File: config.mk
export PLATFORM = sky130hd
export DESIGN_NAME = sof_frame_parser_dispatch_unit_flat
export DESIGN_NICKNAME = d
export VERILOG_FILES = /design/src/hdl/sfpd_pkg.sv /design/src/hdl/sfpd_if.sv /design/src/hdl/sfpd_front.sv /design/src/hdl/sfpd_fifo.sv /design/src/hdl/sfpd_back.sv /design/src/hdl/sof_frame_parser_dispatch_unit.sv /design/src/flat_wrapper.sv
export SDC_FILE = /design/constraint.sdc
export NUM_CORES = 1
export LEC_CHECK = 0
export BUFFER_PORTS_ARGS = -buffer_cell sky130_fd_sc_hd__clkbuf_2
export CORE_ASPECT_RATIO = 0.7
export CORE_UTILIZATION = 60
export DETAILED_ROUTE_END_ITERATION = 6
export PLACE_DENSITY = 0.93
export SLEW_MARGIN = 40
export SYNTH_ARGS = -nofsm -noshare
export SYNTH_HDL_FRONTEND = slang
export SYNTH_SLANG_ARGS = --single-unit
File: constraint.sdc
create_clock -name clk -period 5.16 [get_ports clk]
set_input_delay 0.258 -clock clk [delete_from_list [all_inputs] [get_ports clk]]
set_output_delay 0.258 -clock clk [all_outputs]
set_load 0.1 [all_outputs]
File: src/hdl/sfpd_pkg.sv
// sfpd_pkg: shared widths, codes and types of the start-of-frame deframer
// no dependencies; imported by every other file of the block but sfpd_checker
`default_nettype none

package sfpd_pkg;

	localparam int BYTE_W     = 8;
	localparam int CFG_W      = 16;
	localparam int PAY_W      = 32;
	localparam int CFG_IDX_W  = 2;
	localparam int POS_W      = 2;
	localparam int LANE_W     = 2;
	localparam int FIFO_DEPTH = 4;
	localparam int FIFO_PTR_W = $clog2(FIFO_DEPTH);

	// register reset values
	localparam logic [BYTE_W-1:0] RST_START_BYTE = 8'h41;
	localparam logic [BYTE_W-1:0] RST_TOGGLE_A   = 8'h31;
	localparam logic [BYTE_W-1:0] RST_TOGGLE_B   = 8'hD2;

	// last byte position of the data word
	localparam logic [POS_W-1:0] POS_LAST = 2'd3;

	// configuration register indexes
	typedef enum logic [CFG_IDX_W-1:0] {
		REG_START_BYTE = 2'd0,
		REG_TOGGLE_A   = 2'd1,
		REG_TOGGLE_B   = 2'd2
	} reg_idx_t;

	// frame field being received
	typedef enum logic [3:0] {
		PH_HUNT = 4'b0001,
		PH_CMD  = 4'b0010,
		PH_CFG  = 4'b0100,
		PH_DATA = 4'b1000
	} phase_t;

	// classified byte operation handed from front to back
	typedef enum logic [2:0] {
		OP_START = 3'd0,
		OP_MISS  = 3'd1,
		OP_CMD   = 3'd2,
		OP_CFG   = 3'd3,
		OP_DATA  = 3'd4
	} op_kind_t;

	typedef struct packed {
		op_kind_t            kind;
		logic [LANE_W-1:0]   lane;
		logic                last;
		logic [BYTE_W-1:0]   data;
	} op_t;

	// command codes used by the dispatch stage
	typedef struct packed {
		logic [BYTE_W-1:0] code_a;
		logic [BYTE_W-1:0] code_b;
	} toggle_codes_t;

endpackage

`default_nettype wire

File: src/hdl/sfpd_if.sv
// sfpd_if: valid/ready channel interfaces of the deframer
// depends on sfpd_pkg for field widths
`default_nettype none

// received byte channel
interface sfpd_byte_if import sfpd_pkg::*; ();
	logic              valid;
	logic              ready;
	logic [BYTE_W-1:0] rx_byte;

	modport source (output valid, output rx_byte, input ready);
	modport sink (input valid, input rx_byte, output ready);
endinterface

// per-byte result channel
interface sfpd_res_if import sfpd_pkg::*; ();
	logic              valid;
	logic              ready;
	logic              frame_done;
	logic [BYTE_W-1:0] frame_cmd;
	logic [CFG_W-1:0]  frame_cfg;
	logic [PAY_W-1:0]  frame_payload;
	logic              pin_a_level;
	logic              pin_b_level;
	logic              start_miss;

	modport source (output valid, output frame_done, output frame_cmd, output frame_cfg,
		output frame_payload, output pin_a_level, output pin_b_level, output start_miss,
		input ready);
	modport sink (input valid, input frame_done, input frame_cmd, input frame_cfg,
		input frame_payload, input pin_a_level, input pin_b_level, input start_miss,
		output ready);
endinterface

// register write channel
interface sfpd_cfg_if import sfpd_pkg::*; ();
	logic                 valid;
	logic                 ready;
	logic [CFG_IDX_W-1:0] index;
	logic [BYTE_W-1:0]    wdata;

	modport source (output valid, output index, output wdata, input ready);
	modport sink (input valid, input index, input wdata, output ready);
endinterface

`default_nettype wire

File: src/hdl/sfpd_front.sv
// sfpd_front: frame tracker that classifies each received byte into an operation
// depends on sfpd_pkg and sfpd_byte_if
`default_nettype none

module sfpd_front import sfpd_pkg::*; (
	input  wire logic        clk,
	input  wire logic        arst_n,
	sfpd_byte_if.sink        rx,
	input  wire logic [BYTE_W-1:0] start_byte,
	output op_t              op,
	output logic             op_valid,
	input  wire logic        op_ready
);

	phase_t           phase_q, phase_d;
	logic [POS_W-1:0] pos_q, pos_d;
	logic             accept;

	// a beat is taken whenever the queue has room
	assign rx.ready = op_ready;
	assign accept   = rx.valid && op_ready;
	assign op_valid = rx.valid;

	// classify the byte and advance the frame position
	always_comb begin
		phase_d   = phase_q;
		pos_d     = pos_q;
		op.kind   = OP_MISS;
		op.lane   = '0;
		op.last   = 1'b0;
		op.data   = rx.rx_byte;
		unique case (phase_q)
			PH_HUNT: begin
				pos_d = '0;
				if (rx.rx_byte == start_byte) begin
					op.kind = OP_START;
					phase_d = PH_CMD;
				end else begin
					op.kind = OP_MISS;
				end
			end
			PH_CMD: begin
				op.kind = OP_CMD;
				pos_d   = '0;
				phase_d = PH_CFG;
			end
			PH_CFG: begin
				op.kind = OP_CFG;
				op.lane = {1'b0, pos_q[0]};
				if (pos_q[0]) begin
					pos_d   = '0;
					phase_d = PH_DATA;
				end else begin
					pos_d = {{(POS_W-1){1'b0}}, 1'b1};
				end
			end
			PH_DATA: begin
				op.kind = OP_DATA;
				op.lane = pos_q;
				if (pos_q == POS_LAST) begin
					op.last = 1'b1;
					pos_d   = '0;
					phase_d = PH_HUNT;
				end else begin
					pos_d = pos_q + {{(POS_W-1){1'b0}}, 1'b1};
				end
			end
			default: begin
				pos_d   = '0;
				phase_d = PH_HUNT;
			end
		endcase
	end

	// frame position registers
	always_ff @(posedge clk or negedge arst_n) begin
		if (!arst_n) begin
			phase_q <= PH_HUNT;
			pos_q   <= '0;
		end else if (accept) begin
			phase_q <= phase_d;
			pos_q   <= pos_d;
		end
	end

endmodule

`default_nettype wire

File: src/hdl/sfpd_fifo.sv
// sfpd_fifo: short operation queue between the classifier and the executor
// depends on sfpd_pkg for op_t and the queue depth
`default_nettype none

module sfpd_fifo import sfpd_pkg::*; (
	input  wire logic clk,
	input  wire logic arst_n,
	input  wire op_t  wr_op,
	input  wire logic wr_valid,
	output logic      wr_ready,
	output op_t       rd_op,
	output logic      rd_valid,
	input  wire logic rd_ready
);

	op_t                   entry_q [FIFO_DEPTH];
	logic [FIFO_PTR_W-1:0] wr_ptr_q, rd_ptr_q;
	logic [FIFO_PTR_W:0]   count_q;
	logic                  push, pop;

	assign wr_ready = (count_q != (FIFO_PTR_W+1)'(FIFO_DEPTH));
	assign rd_valid = (count_q != '0);
	assign rd_op    = entry_q[rd_ptr_q];
	assign push     = wr_valid && wr_ready;
	assign pop      = rd_valid && rd_ready;

	// entry storage
	always_ff @(posedge clk) begin
		if (push) begin
			entry_q[wr_ptr_q] <= wr_op;
		end
	end

	// pointers and fill count
	always_ff @(posedge clk or negedge arst_n) begin
		if (!arst_n) begin
			wr_ptr_q <= '0;
			rd_ptr_q <= '0;
			count_q  <= '0;
		end else begin
			if (push) begin
				wr_ptr_q <= wr_ptr_q + {{(FIFO_PTR_W-1){1'b0}}, 1'b1};
			end
			if (pop) begin
				rd_ptr_q <= rd_ptr_q + {{(FIFO_PTR_W-1){1'b0}}, 1'b1};
			end
			priority if (push && !pop) begin
				count_q <= count_q + {{FIFO_PTR_W{1'b0}}, 1'b1};
			end else if (pop && !push) begin
				count_q <= count_q - {{FIFO_PTR_W{1'b0}}, 1'b1};
			end else begin
				count_q <= count_q;
			end
		end
	end

endmodule

`default_nettype wire

File: src/hdl/sfpd_back.sv
// sfpd_back: executor that assembles frame words, toggles pins and holds the result beat
// depends on sfpd_pkg and sfpd_res_if
`default_nettype none

module sfpd_back import sfpd_pkg::*; (
	input  wire logic    clk,
	input  wire logic    arst_n,
	input  wire op_t     op,
	input  wire logic    op_valid,
	output logic         op_ready,
	input  wire toggle_codes_t codes,
	sfpd_res_if.source   res
);

	logic [BYTE_W-1:0] cmd_q, cmd_d;
	logic [CFG_W-1:0]  cfg_q, cfg_d;
	logic [PAY_W-1:0]  pay_q, pay_d;
	logic              pin_a_q, pin_a_d;
	logic              pin_b_q, pin_b_d;
	logic              done_q, done_d;
	logic              miss_q, miss_d;
	logic              res_valid_q;
	logic              pop;

	// take an operation when the result register is free or being drained
	assign op_ready = !res_valid_q || res.ready;
	assign pop      = op_valid && op_ready;

	// apply the operation to the frame state
	always_comb begin
		cmd_d   = cmd_q;
		cfg_d   = cfg_q;
		pay_d   = pay_q;
		pin_a_d = pin_a_q;
		pin_b_d = pin_b_q;
		done_d  = 1'b0;
		miss_d  = 1'b0;
		unique case (op.kind)
			OP_START: begin
			end
			OP_MISS: begin
				miss_d = 1'b1;
			end
			OP_CMD: begin
				cmd_d = op.data;
			end
			OP_CFG: begin
				cfg_d[{op.lane[0], 3'b000} +: BYTE_W] = op.data;
			end
			OP_DATA: begin
				pay_d[{op.lane, 3'b000} +: BYTE_W] = op.data;
				if (op.last) begin
					done_d = 1'b1;
					// code a wins when both codes are equal
					priority if (cmd_q == codes.code_a) begin
						pin_a_d = !pin_a_q;
					end else if (cmd_q == codes.code_b) begin
						pin_b_d = !pin_b_q;
					end else begin
						pin_a_d = pin_a_q;
					end
				end
			end
			default: begin
			end
		endcase
	end

	// frame state, which is also the result payload
	always_ff @(posedge clk or negedge arst_n) begin
		if (!arst_n) begin
			cmd_q   <= '0;
			cfg_q   <= '0;
			pay_q   <= '0;
			pin_a_q <= 1'b0;
			pin_b_q <= 1'b0;
			done_q  <= 1'b0;
			miss_q  <= 1'b0;
		end else if (pop) begin
			cmd_q   <= cmd_d;
			cfg_q   <= cfg_d;
			pay_q   <= pay_d;
			pin_a_q <= pin_a_d;
			pin_b_q <= pin_b_d;
			done_q  <= done_d;
			miss_q  <= miss_d;
		end
	end

	// result beat valid
	always_ff @(posedge clk or negedge arst_n) begin
		if (!arst_n) begin
			res_valid_q <= 1'b0;
		end else if (op_ready) begin
			res_valid_q <= op_valid;
		end
	end

	assign res.valid         = res_valid_q;
	assign res.frame_done    = done_q;
	assign res.frame_cmd     = cmd_q;
	assign res.frame_cfg     = cfg_q;
	assign res.frame_payload = pay_q;
	assign res.pin_a_level   = pin_a_q;
	assign res.pin_b_level   = pin_b_q;
	assign res.start_miss    = miss_q;

endmodule

`default_nettype wire

File: src/hdl/sof_frame_parser_dispatch_unit.sv
// Start-of-frame byte deframer with command dispatch. Each received byte beat
// yields exactly one result beat: frame_done marks the last data byte of a
// frame, start_miss marks a non-start byte seen while hunting, and the
// command, config word, data word and pin levels show the frame state after
// that byte. One byte per clock is sustained while result beats are taken;
// a byte is classified and written into the queue at the edge that takes it
// and from there loads the result register when the executor is free. A
// four-entry operation queue decouples the classifier from the executor, so
// input keeps flowing while a result waits to be taken, until the queue fills.
// Register writes are accepted every cycle; made while no byte is in flight
// they take effect on the next byte.
// top level: register file, classifier, queue and executor
// depends on sfpd_pkg, sfpd_if, sfpd_front, sfpd_fifo, sfpd_back
`default_nettype none

module sof_frame_parser_dispatch_unit import sfpd_pkg::*; (
	input  wire logic  clk,
	input  wire logic  arst_n,
	sfpd_byte_if.sink  rx,
	sfpd_res_if.source res,
	sfpd_cfg_if.sink   cfg
);

	logic [BYTE_W-1:0] start_byte_q;
	toggle_codes_t     codes_q;
	op_t               front_op, back_op;
	logic              front_valid, front_ready;
	logic              back_valid, back_ready;

	// register writes always complete
	assign cfg.ready = 1'b1;

	// configuration registers
	always_ff @(posedge clk or negedge arst_n) begin
		if (!arst_n) begin
			start_byte_q   <= RST_START_BYTE;
			codes_q.code_a <= RST_TOGGLE_A;
			codes_q.code_b <= RST_TOGGLE_B;
		end else if (cfg.valid) begin
			unique case (reg_idx_t'(cfg.index))
				REG_START_BYTE: start_byte_q   <= cfg.wdata;
				REG_TOGGLE_A:   codes_q.code_a <= cfg.wdata;
				REG_TOGGLE_B:   codes_q.code_b <= cfg.wdata;
				default: begin
				end
			endcase
		end
	end

	sfpd_front u_front (
		.clk        (clk),
		.arst_n     (arst_n),
		.rx         (rx),
		.start_byte (start_byte_q),
		.op         (front_op),
		.op_valid   (front_valid),
		.op_ready   (front_ready)
	);

	sfpd_fifo u_fifo (
		.clk      (clk),
		.arst_n   (arst_n),
		.wr_op    (front_op),
		.wr_valid (front_valid),
		.wr_ready (front_ready),
		.rd_op    (back_op),
		.rd_valid (back_valid),
		.rd_ready (back_ready)
	);

	sfpd_back u_back (
		.clk      (clk),
		.arst_n   (arst_n),
		.op       (back_op),
		.op_valid (back_valid),
		.op_ready (back_ready),
		.codes    (codes_q),
		.res      (res)
	);

endmodule

`default_nettype wire

File: src/flat_wrapper.sv
// flat-port wrapper written by rule: the top's interface ports become plain ports
module sof_frame_parser_dispatch_unit_flat import sfpd_pkg::*;
  (clk, arst_n, rx_valid, rx_rx_byte, rx_ready, res_valid, res_frame_done, res_frame_cmd, res_frame_cfg, res_frame_payload, res_pin_a_level, res_pin_b_level, res_start_miss, res_ready, cfg_valid, cfg_index, cfg_wdata, cfg_ready);
  sfpd_byte_if rx_i ();
  sfpd_res_if res_i ();
  sfpd_cfg_if cfg_i ();
  input  wire logic clk;
  input  wire logic arst_n;
  input wire logic [$bits(rx_i.valid)-1:0] rx_valid;
  input wire logic [$bits(rx_i.rx_byte)-1:0] rx_rx_byte;
  output wire logic [$bits(rx_i.ready)-1:0] rx_ready;
  output wire logic [$bits(res_i.valid)-1:0] res_valid;
  output wire logic [$bits(res_i.frame_done)-1:0] res_frame_done;
  output wire logic [$bits(res_i.frame_cmd)-1:0] res_frame_cmd;
  output wire logic [$bits(res_i.frame_cfg)-1:0] res_frame_cfg;
  output wire logic [$bits(res_i.frame_payload)-1:0] res_frame_payload;
  output wire logic [$bits(res_i.pin_a_level)-1:0] res_pin_a_level;
  output wire logic [$bits(res_i.pin_b_level)-1:0] res_pin_b_level;
  output wire logic [$bits(res_i.start_miss)-1:0] res_start_miss;
  input wire logic [$bits(res_i.ready)-1:0] res_ready;
  input wire logic [$bits(cfg_i.valid)-1:0] cfg_valid;
  input wire logic [$bits(cfg_i.index)-1:0] cfg_index;
  input wire logic [$bits(cfg_i.wdata)-1:0] cfg_wdata;
  output wire logic [$bits(cfg_i.ready)-1:0] cfg_ready;
  assign rx_i.valid = rx_valid;
  assign rx_i.rx_byte = rx_rx_byte;
  assign rx_ready = rx_i.ready;
  assign res_valid = res_i.valid;
  assign res_frame_done = res_i.frame_done;
  assign res_frame_cmd = res_i.frame_cmd;
  assign res_frame_cfg = res_i.frame_cfg;
  assign res_frame_payload = res_i.frame_payload;
  assign res_pin_a_level = res_i.pin_a_level;
  assign res_pin_b_level = res_i.pin_b_level;
  assign res_start_miss = res_i.start_miss;
  assign res_i.ready = res_ready;
  assign cfg_i.valid = cfg_valid;
  assign cfg_i.index = cfg_index;
  assign cfg_i.wdata = cfg_wdata;
  assign cfg_ready = cfg_i.ready;
  sof_frame_parser_dispatch_unit u_core (.clk(clk), .arst_n(arst_n), .rx(rx_i), .res(res_i), .cfg(cfg_i));
endmodule
After elaboration in Yosys (flattened, before gate mapping)
Memories as Yosys holds them, arrays and structs flattened.
Cells that the tools add are included.
{"block": "word_totals", "register_bits": 98, "mem_bits_rw": 56, "in_bits": 23, "n_memories": 1}
{"block": "op_classes", "n_addsub": 7, "n_eq_ne": 18, "n_shift": 4, "mux": 21, "bitwise": 1, "n_reduce_logical": 22}
{"memory": "u_core.u_fifo.entry_q", "depth": 4, "width": 14, "rd": 1, "rd_clocked_by_memory_dff": 0, "write_ports": 1, "line_no": "sfpd_fifo.sv:16", "rtl": "op_t entry_q [FIFO_DEPTH];"}
{"cell": "$bwmux W32", "n": 1}
{"cell": "$shift A8 B7 Y32 const A", "n": 1}
{"cell": "$shiftx A8 B7 Y32", "n": 1}
{"cell": "$eq A8 B8 Y1", "n": 3}
{"cell": "$bwmux W16", "n": 1}
{"cell": "$pmux W4 S4", "n": 1}
{"cell": "$shift A8 B6 Y16 const A", "n": 1}
{"cell": "$shiftx A8 B6 Y16", "n": 1}
{"cell": "$mux W4", "n": 3}
{"cell": "$pmux W3 S4", "n": 1}
{"cell": "$reduce_and A2 Y1", "n": 6}
{"cell": "$mux W1", "n": 9}
{"cell": "$pmux W2 S2", "n": 2}
{"cell": "$reduce_and A4 Y1", "n": 2}
{"cell": "$neg A5 Y7", "n": 1}
{"cell": "$add A2 B1 Y2 const B", "n": 3}
{"cell": "$eq A3 B2 Y1 const B", "n": 2}
{"cell": "$mux W3", "n": 2}
{"cell": "$ne A2 B2 Y1 const B", "n": 3}
{"cell": "$neg A4 Y6", "n": 1}
{"cell": "$logic_not A1 Y1", "n": 5}
{"cell": "$reduce_and A5 Y1", "n": 1}
{"cell": "$eq A2 B2 Y1 const B", "n": 2}
{"cell": "$eq A4 B1 Y1 const B", "n": 1}
{"cell": "other kinds (16)", "n": 19}

Depth between registers and ports, before layout
Gate-level depths: netlist of the first run.
{"block": "logic_depth", "ltp_word": 6, "depth_mapped": 10, "mapped_depth_nobuf": 9}

Cells and area by module
From an unflattened synthesis of the first run, not the netlist that was laid out.
{"block": "hier_totals", "cells_unflattened": 462, "hier_area_um2": 6666.4}
{"mod": "sfpd_back", "n_inst": 1, "cells_per_inst": 242, "area_per_inst_um2": 2731.4, "seq_area_each_um2": 1526.5}
{"mod": "sfpd_fifo", "n_inst": 1, "cells_per_inst": 108, "area_per_inst_um2": 2462.4, "seq_area_each_um2": 1856.8}
{"mod": "sof_frame_parser_dispatch_unit", "n_inst": 1, "cells_per_inst": 53, "area_per_inst_um2": 934.6, "seq_area_each_um2": 611.8}
{"mod": "sfpd_front", "n_inst": 1, "cells_per_inst": 59, "area_per_inst_um2": 538.0, "seq_area_each_um2": 151.4}

Least setup slack after synthesis of the first run
Ideal clock, no wire load.
{"block": "synth_timing", "path_type": "reg2reg", "start": "register u_core.u_fifo.count_q[2]", "end": "register u_core.u_fifo.count_q[2]", "arrival_time_ps": 2939, "required_time_ps": 5081, "path_slack_ps": 2142, "stages_incl_launch_ff": 11, "path_buffers": 1, "path_cell_list": "dfrtp_1 > or3b_2 > clkbuf_1 > nand2_1 > inv_1 > ha_1 > inv_1 > fa_1 > xor2_1 > nor2_1 > xor2_1"}
{"block": "synth_via", "elab_chain_cells": 5, "elab_cells_between_ends": 13, "cone_classes": "add/sub (2); eq/ne (1); mux (2); reduce/logical (8)"}
{"item": "start: declaration", "line_no": "sfpd_fifo.sv:18", "rtl": "logic [FIFO_PTR_W:0] count_q;"}
{"item": "start signal: assignment", "line_no": "sfpd_fifo.sv:48", "rtl": "count_q <= count_q + {{FIFO_PTR_W{1'b0}}, 1'b1};"}
{"item": "start signal: assignment", "line_no": "sfpd_fifo.sv:50", "rtl": "count_q <= count_q - {{FIFO_PTR_W{1'b0}}, 1'b1};"}
{"item": "start signal: assignment", "line_no": "sfpd_fifo.sv:52", "rtl": "count_q <= count_q;"}
{"item": "$ne A3 B3 Y1 *", "line_no": "sfpd_fifo.sv:21", "rtl": "assign wr_ready = (count_q != (FIFO_PTR_W+1)'(FIFO_DEPTH));"}
{"item": "via rx_ready", "line_no": "flat_wrapper.sv:11", "rtl": "output wire logic [$bits(rx_i.ready)-1:0] rx_ready;"}
{"item": "$logic_and A1 B1 Y1 *", "line_no": "sfpd_fifo.sv:24", "rtl": "assign push = wr_valid && wr_ready;"}
{"item": "via u_core.u_fifo.push", "line_no": "sfpd_fifo.sv:19", "rtl": "logic push, pop;"}
{"item": "$logic_not A1 Y1", "line_no": "sfpd_fifo.sv:49", "rtl": "end else if (pop && !push) begin"}
{"item": "$logic_and A1 B1 Y1", "line_no": "sfpd_fifo.sv:49"}
{"item": "$reduce_bool A2 Y1 (no line)"}
The timed path passes the listed nets; every way through them passes the cells marked *. The select of a mux whose other input is x is not followed.
A chain may end at the register's enable or synchronous reset.

Worst setup path after layout of the first run
{"block": "layout_timing", "start": "register u_core.u_fifo.rd_ptr_q[0]", "end": "register u_core.u_back.pay_q[31], in the netlist u_core.u_back.res.frame_payload[31]"}
{"block": "layout_via", "elab_chain_cells": 4, "elab_cells_between_ends": 7, "cone_classes": "add/sub (1); eq/ne (1); shift (2); mux (1); reduce/logical (1); memory (1)"}
{"item": "start: declaration", "line_no": "sfpd_fifo.sv:17", "rtl": "logic [FIFO_PTR_W-1:0] wr_ptr_q, rd_ptr_q;"}
{"item": "start signal: assignment", "line_no": "sfpd_fifo.sv:45", "rtl": "rd_ptr_q <= rd_ptr_q + {{(FIFO_PTR_W-1){1'b0}}, 1'b1};"}
{"item": "$mem_v2 Z4 W14 *"}
{"item": "$neg A5 Y7", "line_no": "sfpd_back.sv:51", "rtl": "pay_d[{op.lane, 3'b000} +: BYTE_W] = op.data;"}
{"item": "$shiftx A8 B7 Y32 / $shift A8 B7 Y32 (equally long branches)", "line_no": "sfpd_back.sv:51"}
{"item": "$bwmux W32", "line_no": "sfpd_back.sv:51"}
{"item": "end signal: assignment", "line_no": "sfpd_back.sv:82", "rtl": "pay_q <= pay_d;"}
{"item": "end: declaration", "line_no": "sfpd_back.sv:17", "rtl": "logic [PAY_W-1:0] pay_q, pay_d;"}
Mark *: on every way between the ends. The rest lies on a longest branch, timed or not.

==> metrics.md, run 1 <==
| Metric | Value |
|---|---|
| Status | finished clean |
| CP max stage cell | dfrtp_2 |
| Clock Skew | 0.008278 ns |
| Cell family with most CP delay | multiplexers |
| Finished Cell Area | 0.007920 mm2 |
| Setup Fix Bufs, Post-CTS | 0 |
| RR Endpoint | u_core.u_back.res.frame_payload[31] |
| # diodes | 0 |
| Largest net degree at the start of global routing | 59 |
| Commonest non-fill, non-tap cell in the layout | dfrtp_1 |
| WP data arrival | roughly 3.2 ns |
| Die area | 0.01170 mm2 |
| Max_cap viols | 0 |
| Synth top area cells | dfrtp_1, edfxtp_1, mux2_4 |
| Detailed placement HPWL | between 10,000 and 15,000 um |
| HP Start | res_ready |
| Syn Nets | 503 |
| Share of cells above drive strength 1 | 37.98% |
| Htree depth | 4 |
| R2r startpoint | u_core.u_fifo.rd_ptr_q[0] |
| All-Layer GR Usage | 28.05% |
| Final number of setup-violating endpoints | 0 |
| First-pass GRT wire length | approximately 24,000 um |
| Post-synthesis cell count | 468 |
| R2R depth | 7 |
| Critical path required time | 5.47 ns |
| Post-synth top area cell | dfrtp_1 |
| Later-pin clock latency in the skew report | 0.42 ns |
| Post-DP Area | between 0.007 and 0.008 mm2 |
| TritonCTS clock tree | done |
| Layout area overhead | 17.20% |
| Hold_ws | 0.08303 ns |
| Relative slew slack | between 40% and 50% |
| Sequential share of the synthesized area | between 60% and 70% |
| DR vias | 4,221 |
| Hold/Removal Path Class | in -> reg |
| CTS resizes | 0 |
| # rows | 32 |
| Worst Hold Depth | 4 |
| Tightest Pin Transition | 0.8838 ns |
| Synth Area in XOR/XNOR | 4.277% |
| Critical path's largest stage delay | 0.75 ns |
| Sink Count | ~150 |
| Min cycle time layout | 2.932 ns |
| Antenna violations before repair | 0 |
| Number of global-route vias before repair | 4,340 |
| Ys Warns | 0 |
| Number of synthesized flops with an enable pin | 56 |
| CP Cell Sequence | mux4_2 -> inv_1 -> ha_1 -> nor2_1 -> nand3b_1 -> nor2_1 -> mux2_4 |
| Post-synth cell types | 48 |
| Grt ovf | 0 |
| Synth Flop Type | dfrtp_1 |
| CTS max path bufs | 2 |
| DRT iter0 DRCs | 395 |
| Fmax | 341.1 MHz |
| Via density | just under 6 |
| Post-synth top area share | 32.59% |
| Final setup TNS | 0 ns |
| Area of the mapped netlist | 0.006758 mm2 |
| Post-synthesis simple-gate area fraction | 9.813% |
| Post-synth ARST share | 63.64% |
| Adder-cell share of the synthesized area | 2.333% |
| Synth Area in Compound Gates | 3.166% |
| Most Frequent Cell on Critical Path | nor2_1 |
| Unrepaired setup endpoints after global routing | false |
| CTS Hold Bufs | 1 |
| Clk root buf | clkbuf_16 |
| Post-route DRC | 0 |
| Gpl congestion | 0.8552 |
| Mux contribution to synthesized area | 17.26% |
| Critical path buffers and inverters | 1 |
| Fin crit share | 56.82% |
| WL per Instance | 21.04 um |
| Final hold violations | 0 |
| Die Width | 128.8 um |
| Flop2flop setup slack | 2.23 ns |
| CP Launch Type | flip-flop |
| Fin nets | 597 |
| Height of the die | 90.79 um |
| Largest family of logic cells by synthesized area | multiplexers |
| Syn avg cell area | 14.44 um2 |
| Critical Path Fanout Max | 27 |
| CP Capture Type | flip-flop |
| Clk pin slew, worst setup/hold paths | 0.06 ns |
| Flops & latches, synth | 154 |
| Crit path kind | reg -> reg |
| Number of routed nets with antenna violations | 0 |
| Post-Route WL | around 15,000 um |
| Commonest non-fill, non-tap cells in the layout | dfrtp_1, clkbuf_2, edfxtp_1, nand2_1, mux2_2 |
| # IOs | between 80 and 90 |
| Max Slew Vio Count | 0 |
| # port buffers | 84 |
| Min-Delay Endpoint | u_core.u_back.res.valid |
| Initial Utilization | 61.60% |
| TritonCTS buffer count | 17 |
| Core Footprint | 0.01097 mm2 |
| Initial DRT Pass Iterations | 6 |
==> Yosys cell counts, types with 2 or more instances <==
| cell type | instances |
|---|---|
| or4b_2 | 2 |
| nor2_1 | 36 |
| a21o_1 | 2 |
| mux4_2 | 6 |
| clkbuf_1 | 5 |
| nand2_8 | 4 |
| nand4_1 | 4 |
| dfrtp_1 | 88 |
| nor4b_1 | 3 |
| ha_1 | 11 |
| nand3b_1 | 4 |
| dfstp_2 | 10 |
| o21a_1 | 6 |
| and3_1 | 4 |
| inv_1 | 11 |
| mux2_2 | 38 |
| mux2i_1 | 7 |
| xor2_1 | 18 |
| nor4_1 | 4 |
| o21ai_0 | 27 |
| edfxtp_1 | 56 |
| nand2_1 | 38 |
| mux4_1 | 2 |
| nor3_1 | 4 |
| mux2_4 | 32 |
| nand3_1 | 7 |
| and2_1 | 2 |
| buf_2 | 3 |
| xnor2_1 | 15 |
==> metrics by stage <==
step / instances / util, % / worst slack (ns)
6_report: 727 / 72.19 / 2.228
5_1_grt: 727 / 72.19 / 2.102
4_1_cts: 727 / 72.14 / 2.233
3_5_place_dp: 695 / 66.66 / 2.310
3_3_place_gp: 695 / 66.64 / 2.188
2_1_floorplan: 468 / - / 2.142
==> cell type report <==
| cell class | count | area (um2) |
|---|---|---|
| clock buffers | 23 | 535.5 |
| clock inverters | 8 | 55.05 |
| fillers | 716 | 3050 |
| inverters | 11 | 41.29 |
| multi-input cells | 291 | 2500 |
| flip-flops and latches | 154 | 4149 |
| well taps | 153 | 191.4 |
| repair buffers | 87 | 447.9 |
==> sequential cells by signal, indices dropped and copies added (netlist names) <==
| register | cells |
|---|---|
| u_core.codes_q | 16 |
| u_core.u_back.res.frame_payload | 32 |
| u_core.u_back.res.frame_cfg | 16 |
| u_core.u_front.pos_q | 2 |
| u_core.u_back.res.frame_cmd | 8 |
| u_core.u_back.res.start_miss | 1 |
| u_core.u_back.res.frame_done | 1 |
| u_core.u_back.res.pin_b_level | 1 |
| u_core.start_byte_q | 8 |
| u_core.u_back.res.pin_a_level | 1 |
| u_core.u_fifo.entry_q | 56 |
| u_core.u_fifo.wr_ptr_q | 2 |
| u_core.u_fifo.rd_ptr_q | 2 |
| u_core.u_fifo.count_q | 3 |
| u_core.u_back.res.valid | 1 |
| u_core.u_front.phase_q | 4 |
==> metal layers <==
| metal | vias up | track usage, % | routed length, um |
|---|---|---|---|
| met1 | 2140 | 38.80 | 6689 |
| li1 | 1863 | - | - |
| met4 | 0 | 8.922 | 231 |
| met2 | 190 | 44.91 | 7504 |
| met5 | - | 0 | 0 |
| met3 | 28 | 5.746 | 870 |
==> tightest hold or removal path, stage by stage <==
cell and delay (ns):
clkbuf_2 0.08, inv_1 0.04, nand2_1 0.05, nand2_1 0.04
==> cells by family (layout without fill, tap and decap cells) <==
family	after synthesis	after routing
XOR/XNOR	33	33
other	1	1
AO/OA/AOI/OAI	38	38
flip-flops	154	154
multiplexers	85	85
adder cells (fa/ha/maj)	12	12
buffers and inverters	23	129
AND/OR/NAND/NOR	122	122
==> worst max path at each step <==
stage                                    startpoint                             endpoint  slack [ns]  cells past startpoint
after CTS                 u_core.u_fifo.rd_ptr_q[0]  u_core.u_back.res.frame_payload[31]        2.23                      7
after detailed placement  u_core.u_fifo.rd_ptr_q[0]  u_core.u_back.res.frame_payload[24]        2.31                      7
after floorplan            u_core.u_fifo.count_q[2]             u_core.u_fifo.count_q[2]        2.14                     10
after global routing      u_core.u_fifo.rd_ptr_q[0]  u_core.u_back.res.frame_payload[31]        2.10                      7
final                     u_core.u_fifo.rd_ptr_q[0]  u_core.u_back.res.frame_payload[31]        2.23                      7
after global placement    u_core.u_fifo.rd_ptr_q[0]  u_core.u_back.res.frame_payload[24]        2.19                      7
Power of run 1 is left out: the tool's default activity adds up to more than one toggle a clock period on the data nets, which glitch-free logic cannot reach.
==> inputs of run 2 (changes only) <==
--- a/config.mk
+++ b/config.mk
@@ -7,9 +7,9 @@
 export LEC_CHECK = 0
 export BUFFER_PORTS_ARGS = -buffer_cell sky130_fd_sc_hd__clkbuf_2
 export CORE_ASPECT_RATIO = 0.7
-export CORE_UTILIZATION = 60
+export CORE_UTILIZATION = 52
 export DETAILED_ROUTE_END_ITERATION = 6
-export PLACE_DENSITY = 0.93
+export PLACE_DENSITY = 0.87
 export SLEW_MARGIN = 40
 export SYNTH_ARGS = -nofsm -noshare
 export SYNTH_HDL_FRONTEND = slang
==> constraint.sdc (replaced) <==
create_clock -name clk -period 2.6 [get_ports clk]
set_input_delay 0.13 -clock clk [delete_from_list [all_inputs] [get_ports clk]]
set_output_delay 0.13 -clock clk [all_outputs]
set_load 0.1 [all_outputs]
==> metrics.md, run 2 (same netlist as run 1, synthesis figures left out) <==
| Metric | Value |
|---|---|
| Core Footprint | 0.01255 mm2 |
| Height of the die | 97.38 um |
| # diodes | 0 |
| Antenna violations before repair | 0 |
| Final setup TNS | 0 ns |
| Post-route DRC | 18 |
| R2R depth | 7 |
| # IOs | between 80 and 90 |
| Commonest non-fill, non-tap cell in the layout | dfrtp_1 |
| Critical path's largest stage delay | 0.55 ns |
| Later-pin clock latency in the skew report | 0.43 ns |
| RR Endpoint | u_core.u_fifo.count_q[1] |
| Critical path required time | 2.91 ns |
| Failing checks | DRC |
| Largest net degree at the start of global routing | 56 |
| R2r startpoint | u_core.u_fifo.count_q[0] |
| # port buffers | between 80 and 90 |
| Largest Register | u_core.u_fifo.entry_q |
| Grt ovf | 0 |
| Commonest non-fill, non-tap cells in the layout | dfrtp_1, clkbuf_2, edfxtp_1, nand2_1, mux2_2 |
| Most Frequent Cell on Critical Path | inv_1 |
| CP Launch Type | flip-flop |
| First-pass GRT wire length | 24,850 um |
| # rows | 34 |
| Max reg flops | 56 |
| Critical path buffers and inverters | 2 |
| Clk pin slew, worst setup/hold paths | 0.06 ns |
| Min-Delay Endpoint | u_core.u_fifo.entry_q[3][0] |
| Relative slew slack | 45.48% |
| Hold/Removal Path Class | in -> reg |
| Share of cells above drive strength 1 | roughly two fifths |
| Fmax | approximately 410 MHz |
| Max Slew Vio Count | 0 |
| TritonCTS clock tree | done |
| Unrepaired setup endpoints after global routing | false |
| Clock Skew | around 0.023 ns |
| Min cycle time layout | 2.435 ns |
| Final number of setup-violating endpoints | 0 |
| Critical Path Fanout Max | 6 |
| CP Cell Sequence | or3b_2 -> nand2_1 -> inv_1 -> ha_1 -> inv_1 -> fa_1 -> mux2_2 |
| WL per Instance | between 20 and 25 um |
| DRT iter0 DRCs | 414 |
| Clk root buf | clkbuf_16 |
| Number of global-route vias before repair | 4,433 |
| DR vias | approximately 4,200 |
| Final hold violations | 0 |
| Crit path kind | reg -> reg |
| Detailed placement HPWL | approximately 10,000 um |
| Layout Cells excl Fill | 764 |
| Layout area overhead | 21.07% |
| Fin crit share | 93.66% |
| Initial Utilization | 53.85% |
| CTS max path bufs | 2 |
| CP max stage cell | or3b_2 |
| TritonCTS buffer count | 17 |
| Tightest Pin Transition | 0.8076 ns |
| HP Start | rx_rx_byte[0] |
| Die area | 0.01346 mm2 |
| Post-Route WL | about 15,000 um |
| Gpl congestion | 0.8246 |
| CP Capture Type | flip-flop |
| Max_cap viols | 0 |
| All-Layer GR Usage | 25.00% |
| Status | finished, violations left |
| Worst Hold Depth | 1 |
| WP data arrival | 2.75 ns |
| Flop2flop setup slack | 0.16 ns |
| Number of routed nets with antenna violations | 0 |
| Cell family with most CP delay | simple AND/OR/NAND/NOR gates |
| Inst Count DP | 719 |
| Sink Count | 154 |
| Via density | around 5.6 |
| Initial DRT Pass Iterations | 7 |
| Die Width | 138.3 um |
| Fin nets | 624 |
| Htree depth | 4 |
[run 2: cell count changes in the layout (fill, tap and decap cells not counted), sizes merged]
cell / before / now
inv: 12 / 19
bufinv: 0 / 1
dlygate4sd3: 1 / 13
buf: 3 / 18
clkbuf: 106 / 102
clkinv: 6 / 3
[run 2: cell type report]
type	instances	area [um2]
multi-input combinational	291	2496
clock inverter	13	125.1
inverter	11	41.29
timing repair buffer	114	693.2
tap	162	202.7
sequential	154	4148
clock buffer	19	475.5
fill	852	4368
[run 2: per-layer routing]
metal	up-vias	track usage [%]	share of wire, %
met5	-	0	0
met4	0	7.779	1.1
met3	16	6.407	6.4
met2	166	39.32	47
met1	2152	34.38	45
li1	1915	-	-
[run 2: worst max path at each step]
stage                                         start                             endpoint  slack (ns)  cells past startpoint
after global routing       u_core.u_fifo.count_q[0]             u_core.u_fifo.count_q[1]        0.06                      7
final                      u_core.u_fifo.count_q[0]             u_core.u_fifo.count_q[1]        0.16                      7
after CTS                 u_core.u_fifo.rd_ptr_q[0]  u_core.u_back.res.frame_payload[28]        0.11                      6
after floorplan             u_core.u_back.res.valid             u_core.u_fifo.count_q[2]        0.08                      8
after detailed placement  u_core.u_fifo.rd_ptr_q[0]  u_core.u_back.res.frame_payload[28]        0.17                      6
after global placement     u_core.u_fifo.count_q[0]             u_core.u_fifo.count_q[1]        0.26                      7
[run 2: stage by stage]
step                instance area [um2]  hold WS [ns]  setup WS (ns)  utilization (%)
floorplan                          6761       -0.1656        0.07696                -
global placement                   7447        0.1666         0.2635            59.34
detailed placement                 7447        0.1795         0.1689            59.34
CTS                                8178      0.001896         0.1076            65.16
global route                       8182      0.009945        0.05620            65.19
finish                             8182       0.01503         0.1649            65.19
[run 2: timing repair]
item	in CTS	in global routing
hold buffers	13	0
gates resized for setup	0	1
endpoints found under the setup margin	0	11
buffers inserted	0	0
endpoints found under the hold margin	73	0
Power of run 2 is left out for the same reason.
